`src/design/bzf_pkg.sv`:
```
// Shared types, constants and state codes of the cubic Bezier flattener.
package bzf_pkg;

	localparam int COORD_BITS_DEF = 32;
	localparam int MAX_DEPTH_DEF  = 5;

	localparam logic [31:0] TOL_FLOOR = 32'd49;
	localparam logic [31:0] TOL_RESET = 32'd42949;

	// Multiply-accumulate datapath widths.
	localparam int MUL_W  = 34;
	localparam int PROD_W = 2 * MUL_W;
	localparam int ACC_W  = 100;
	localparam int LEN_W  = 66;
	localparam int CABS_W = 49;
	localparam int CLO_W  = 24;

	typedef struct packed {
		logic signed [31:0] start_x;
		logic signed [31:0] start_y;
		logic signed [31:0] ctrl1_x;
		logic signed [31:0] ctrl1_y;
		logic signed [31:0] ctrl2_x;
		logic signed [31:0] ctrl2_y;
		logic signed [31:0] end_x;
		logic signed [31:0] end_y;
		logic               path_start;
		logic               path_end;
		logic               path_closed;
	} seg_t;

	typedef struct packed {
		logic signed [31:0] point_x;
		logic signed [31:0] point_y;
		logic               move_to;
		logic               run_last;
	} point_t;

	typedef enum logic [3:0] {
		B_IDLE, B_START, B_PREP, B_MAC, B_ACCEPT,
		B_POP, B_SPLIT, B_SPLIT2, B_CLOSE, B_FLUSH
	} bstate_t;

	typedef enum logic [3:0] {
		M_UXDY, M_UYDX, M_ABS, M_CHH, M_CHL, M_CLL, M_DXDX,
		M_DYDY, M_LLO, M_LHI, M_DONE, M_UXUX, M_UYUY, M_DGDONE
	} mstep_t;

endpackage

```
`src/design/bzf_queue.sv`:
```
// Two-entry queue between the front stage and the subdivision engine.
module bzf_queue import bzf_pkg::*; (
	input  logic clk,
	input  logic arst_n,
	input  logic push_valid,
	output logic push_ready,
	input  seg_t push_data,
	output logic pop_valid,
	input  logic pop_ready,
	output seg_t pop_data
);

	seg_t       mem_q [2];
	logic       rd_q;
	logic       wr_q;
	logic [1:0] cnt_q;
	logic       push;
	logic       pop;

	assign push_ready = (cnt_q != 2'd2);
	assign pop_valid  = (cnt_q != 2'd0);
	assign pop_data   = mem_q[rd_q];
	assign push       = push_valid && push_ready;
	assign pop        = pop_valid && pop_ready;

	always_ff @(posedge clk or negedge arst_n) begin
		if (!arst_n) begin
			rd_q  <= 1'b0;
			wr_q  <= 1'b0;
			cnt_q <= 2'd0;
		end else begin
			if (push) wr_q <= !wr_q;
			if (pop) rd_q <= !rd_q;
			cnt_q <= cnt_q + {1'b0, push} - {1'b0, pop};
		end
	end

	always_ff @(posedge clk) begin
		if (push) mem_q[wr_q] <= push_data;
	end

endmodule

```
`config.mk`:
```
export PLATFORM = sky130hd
export DESIGN_NAME = bzf_queue
export DESIGN_NICKNAME = d
export VERILOG_FILES = /design/src/design/bzf_pkg.sv /design/src/design/bzf_queue.sv
export SDC_FILE = /design/constraint.sdc
export NUM_CORES = 1
export LEC_CHECK = 0
export ABC_CLOCK_PERIOD_IN_PS = 16600
export BUFFER_PORTS_ARGS = -buffer_cell sky130_fd_sc_hd__buf_4
export CAP_MARGIN = 30
export CELL_PAD_IN_SITES_DETAIL_PLACEMENT = 1
export CELL_PAD_IN_SITES_GLOBAL_PLACEMENT = 1
export CORE_MARGIN = 5
export CORE_UTILIZATION = 46
export CTS_BUF_LIST = sky130_fd_sc_hd__clkbuf_4
export DETAILED_ROUTE_END_ITERATION = 10
export PLACE_DENSITY_LB_ADDON = 0.1
export RECOVER_POWER = 100
export SLEW_MARGIN = 15
export SYNTH_ARGS = -nofsm -noshare
export SYNTH_HDL_FRONTEND = slang
export SYNTH_SLANG_ARGS = --single-unit
```
`constraint.sdc`:
```
create_clock -name clk -period 16.6 [get_ports clk]
set_input_delay 3.32 -clock clk [delete_from_list [all_inputs] [get_ports clk]]
set_output_delay 3.32 -clock clk [all_outputs]
set_load 0.1 [all_outputs]
```
# Word-level counts from Yosys, hierarchy flattened
# Memory sizes are Yosys's and may differ from the RTL's.
# Cells that the tools add are included.
totals:
  register_bits: 4
  ramBits: 518
  in_bits: 263
  word_cells: 14
  memories: 1
classes:
  add_sub_neg: 2
  n_eq_ne: 1
  n_mux: 2
  n_reduce_logical: 5
memory_table:
  columns: ["memory", "depth", "word_bits", "rd", "rd_clocked_by_memory_dff", "write_ports", "line_no", "rtl"]
  rows:
  - ["mem_q", 2, 259, 1, 0, 1, "bzf_queue.sv:13", "seg_t mem_q [2];"]
op_table:
  columns: ["operator", "count"]
  rows:
  - ["$add 2x1->2", 1]
  - ["$logic_and 1x1->1", 2]
  - ["$logic_not 1->1", 2]
  - ["$mux 1", 2]
  - ["$ne 2x2->1 const B", 1]
  - ["$reduce_bool 2->1", 1]
  - ["$sub 2x1->2", 1]

# Depth between registers and ports, before layout
depth:
  depth_word: 4
  mapped_depth: 5
  mapped_depth_nobuf: 5

# Worst setup path before layout
# OpenSTA, ideal clock, no wires.
synth_path:
  kind: "input to register"
  startpoint: "input port push_valid"
  endpoint: "memory mem_q[0][0] (netlist bit), enable pin"
  setup_time_ns: 0.885
  arrival_time_ns: 14.177
  required_ns: 15.715
  setup_slack_ns: 1.538
  stages: 2
  cell_sequence: "nand2_1 -> nor2_1"
synth_between:
  elab_chain_len: 3
synth_lines:
  columns: ["element", "line_no", "rtl"]
  rows:
  - ["from (decl)", "bzf_queue.sv:5", "input logic push_valid,"]
  - ["$logic_and 1x1->1", "bzf_queue.sv:23", "assign push = push_valid && push_ready;"]
  - ["$mux 1", "bzf_queue.sv:39", "if (push) mem_q[wr_q] <= push_data;"]
  - ["$mux 1 (not written as such)", "bzf_queue.sv:39", null]
  - ["to (decl)", "bzf_queue.sv:13", null]
# Every way passes these cells.

==> results.py <==
metrics = {
    "place": {
        "place_worst_setup_slack_ps": 10180,
        "portBuffers": 523,
        "gpl.final_weighted_congestion": 0.756,
        "place.detailed.hpwl_um": 34900,
        "placed_area_mm2": 0.0243,
    },
    "synth": {
        "postSynthAreaPerCell_um2": 23.8,
        "postSynthCellCount": 828,
        "seq_area_frac_synth_pct": 79.3,
        "synthesis.yosys.warnings": 0,
        "yosys_register_bits": 522,
        "syn-cell-area_mm2": 0.0197,
        "synth.lib_cells_used.distinct": 19,
        "synth.net_count": 1092,
    },
    "worst_setup_path": {
        "critical_path_source_type": "flop",
        "timing.critical_path.arrival_ps": 7170,
        "crit_start": "rd_q$_DFFE_PN0P_",
        "critical_path.most_common_cell": "clkbuf_1",
        "critical_path.max_stage_delay_ps": 1540,
        "worst_ep_required_time_ps": 13280,
        "rr_startpoint": "cnt_q[0]$_DFF_PN0_",
        "crit_cells": 5,
        "critical_path.cell_chain": "clkbuf_1 -> clkbuf_1 -> clkbuf_1 -> mux2_1 -> buf_4",
        "critPathKind": "flop to primary output",
        "cpMaxStageDelayCell": "clkbuf_1",
        "setup.worst_path.end": "pop_data[93]",
        "crit-reg2reg-capture": "mem_q[0][125]$_DFFE_PP_",
        "r2r_cells": 5,
        "reg2reg_setup_slack_ps": 8790,
        "critical_path_peak_fanout": 34,
        "cp-end-kind": "primary output",
        "critical_path_buf_inv_count": 4,
        "crit_family": "buffers and inverters",
    },
    "cells_and_area": {
        "post_route_cells_drive_above_1_share_pct": 42.6,
        "syn_to_layout_area_delta_pct": 24.4,
        "stdcell_area_mm2": 0.0245,
        "post-route-util_pct": 58.1,
        "nets": 1742,
        "fill_cells": 3968,
    },
    "status": {
        "violations": "max-capacitance violations, max-slew violations",
        "status": "complete, but fails checks",
    },
    "global_routing": {
        "grt-ovfl-total": 0,
        "maximum_number_of_pins_on_one_net_before_global_route_repair": 143,
        "grt_first_pass_wirelength_um": 71000,
        "antenna_violations_before_repair": 20,
        "globalRouteTotalUtil_pct": 20.5,
        "grt_pass1_vias": 11700,
    },
    "sta": {
        "pin_slew_with_the_least_headroom_to_its_limit_ps": 3450,
        "finalHoldViolations": 0,
        "maxClockFrequency_ghz": 0.0954,
        "rsz0062_at_grt": "false",
        "setup_total_negative_slack_ps": 0,
        "timing.max_slew.rel_slack_pct": -130,
        "setup_violations": 0,
        "finalMaxSlewViolations": 550,
        "timing.clock.skew_ps": 34.2,
        "finalWorstSetupSlack_ps": 6110,
        "timing.final.crit_period_ps": 10490,
        "share_of_the_clock_period_used_by_the_worst_path_pct": 63.2,
    },
    "clock_network": {
        "clk-insertion-delay-late_ps": 830,
        "cts_resized": 0,
        "cts.reportedPaths.clkPinSlew_ps": 70,
        "post_cts.repair.setup_buffers": 0,
        "htree_num_levels": 4,
        "cts_buffers": 139,
        "clock-sinks": 522,
        "clock_path_buffers": 3,
        "cts-root-buf": "clkbuf_4",
        "cts_tree": "yes",
        "cts_hold_buffers": 0,
    },
    "detailed_routing": {
        "drt_drc_violations_left": 0,
        "route.detailed.wl_per_inst_um": 23.4,
        "drt_iter0_drc": 454,
        "vias_per_cell": 4.91,
        "drtPass1Iterations": 4,
        "via_count": 10400,
        "wl_um": 49300,
        "antenna_left": 0,
    },
    "floorplan": {
        "num_rows": 75,
        "floorplan.die_area_mm2": 0.0471,
        "core_region_area_mm2": 0.0422,
        "floorplan.io_pins": 524,
        "dieWidth_um": 217,
        "dieHeight_um": 217,
        "initial_utilization_pct": 46.7,
    },
    "worst_hold_path": {
        "worstHoldPathType": "flop to flop",
    },
    "job": {
        "max-cap-violations": 13,
    },
}
-- cells by family (layout without fill, tap and decap cells) --
kind of cell	Yosys count	after routing	share of synthesized area, %
flip-flops	522	522	79.3
multiplexers	259	259	18.6
buffers and inverters	29	761	1.46
AND/OR/NAND/NOR	11	11	0.298
AO/OA/AOI/OAI	3	3	0.120
XOR/XNOR	3	3	0.133
adder cells (fa/ha/maj)	1	1	0.0634
other	0	13	0
-- Yosys cell counts --
cell	n	area [um^2]
edfxtp_1	518	15600
mux2_4	200	3000
mux2_2	59	664
buf_6	23	259
buf_2	6	30.0
dfrtp_1	4	100
nor2_1	3	11.3
xnor2_1	3	26.3
nand2_1	2	7.51
a311oi_1	1	8.76
and3_1	1	6.26
ha_1	1	12.5
nand2b_1	1	6.26
nand3_1	1	5.00
nor2b_1	1	6.26
nor4bb_1	1	10.0
o21ai_0	1	5.00
o21ba_2	1	10.0
or2_2	1	6.26
-- cell type report --
type | count | area [um^2] | share of cell area [%]
Antenna cell | 13 | 32.5 | 0.133
Clock buffer | 209 | 1570 | 6.39
Clock inverter | 14 | 52.6 | 0.214
Multi-Input combinational cell | 277 | 3410 | 13.9
Sequential cell | 522 | 15700 | 63.8
Tap cell | 539 | 674 | 2.75
Timing Repair Buffer | 538 | 3150 | 12.8
-- state kept, by name (all words and copies together), names as in the netlist --
register  flops
rd_q          1
mem_q       518
wr_q          1
cnt_q         2
-- routing by layer --
layer	part of all wire [%]	routed length, um	track usage (%)
met1	35	17200	21.1
met2	53	26100	35.5
met3	9.2	4550	9.23
met4	2.8	1360	9.82
met5	0.25	122	0
-- per-stage QoR --
stage               hold WS [ps]  cells
detailed placement           550   1874
global route                 505   2108
finish                       503   2112
CTS                          560   2097
global placement             545   1870
floorplan                    460    828
-- layout by cell type, fill, tap and decap left out, drive strengths merged --
cell type	Yosys	final
buf	29	114
nor2b	1	1
a311oi	1	1
clkinv	0	7
nand2b	1	1
edfxtp	518	518
nand2	2	2
inv	0	7
nor2	3	3
or2	1	1
clkbuf	0	633
nor4bb	1	1
xnor2	3	3
o21ba	1	1
and3	1	1
mux2	259	259
ha	1	1
nand3	1	1
o21ai	1	1
diode	0	13
dfrtp	4	4
-- worst min-delay path by stage --
stage | start | endpoint | slack (ps) | depth (start not counted)
2_1_floorplan | wr_q$_DFFE_PN0P_ | wr_q$_DFFE_PN0P_ | 460 | 1
3_3_place_gp | wr_q$_DFFE_PN0P_ | wr_q$_DFFE_PN0P_ | 540 | 1
3_5_place_dp | wr_q$_DFFE_PN0P_ | wr_q$_DFFE_PN0P_ | 550 | 1
4_1_cts | wr_q$_DFFE_PN0P_ | wr_q$_DFFE_PN0P_ | 560 | 1
5_1_grt | wr_q$_DFFE_PN0P_ | wr_q$_DFFE_PN0P_ | 500 | 1
6_report | wr_q$_DFFE_PN0P_ | wr_q$_DFFE_PN0P_ | 500 | 1
Power is not shown: default switching activity piles up to over one toggle a cycle in this logic, so the estimate is an artifact.
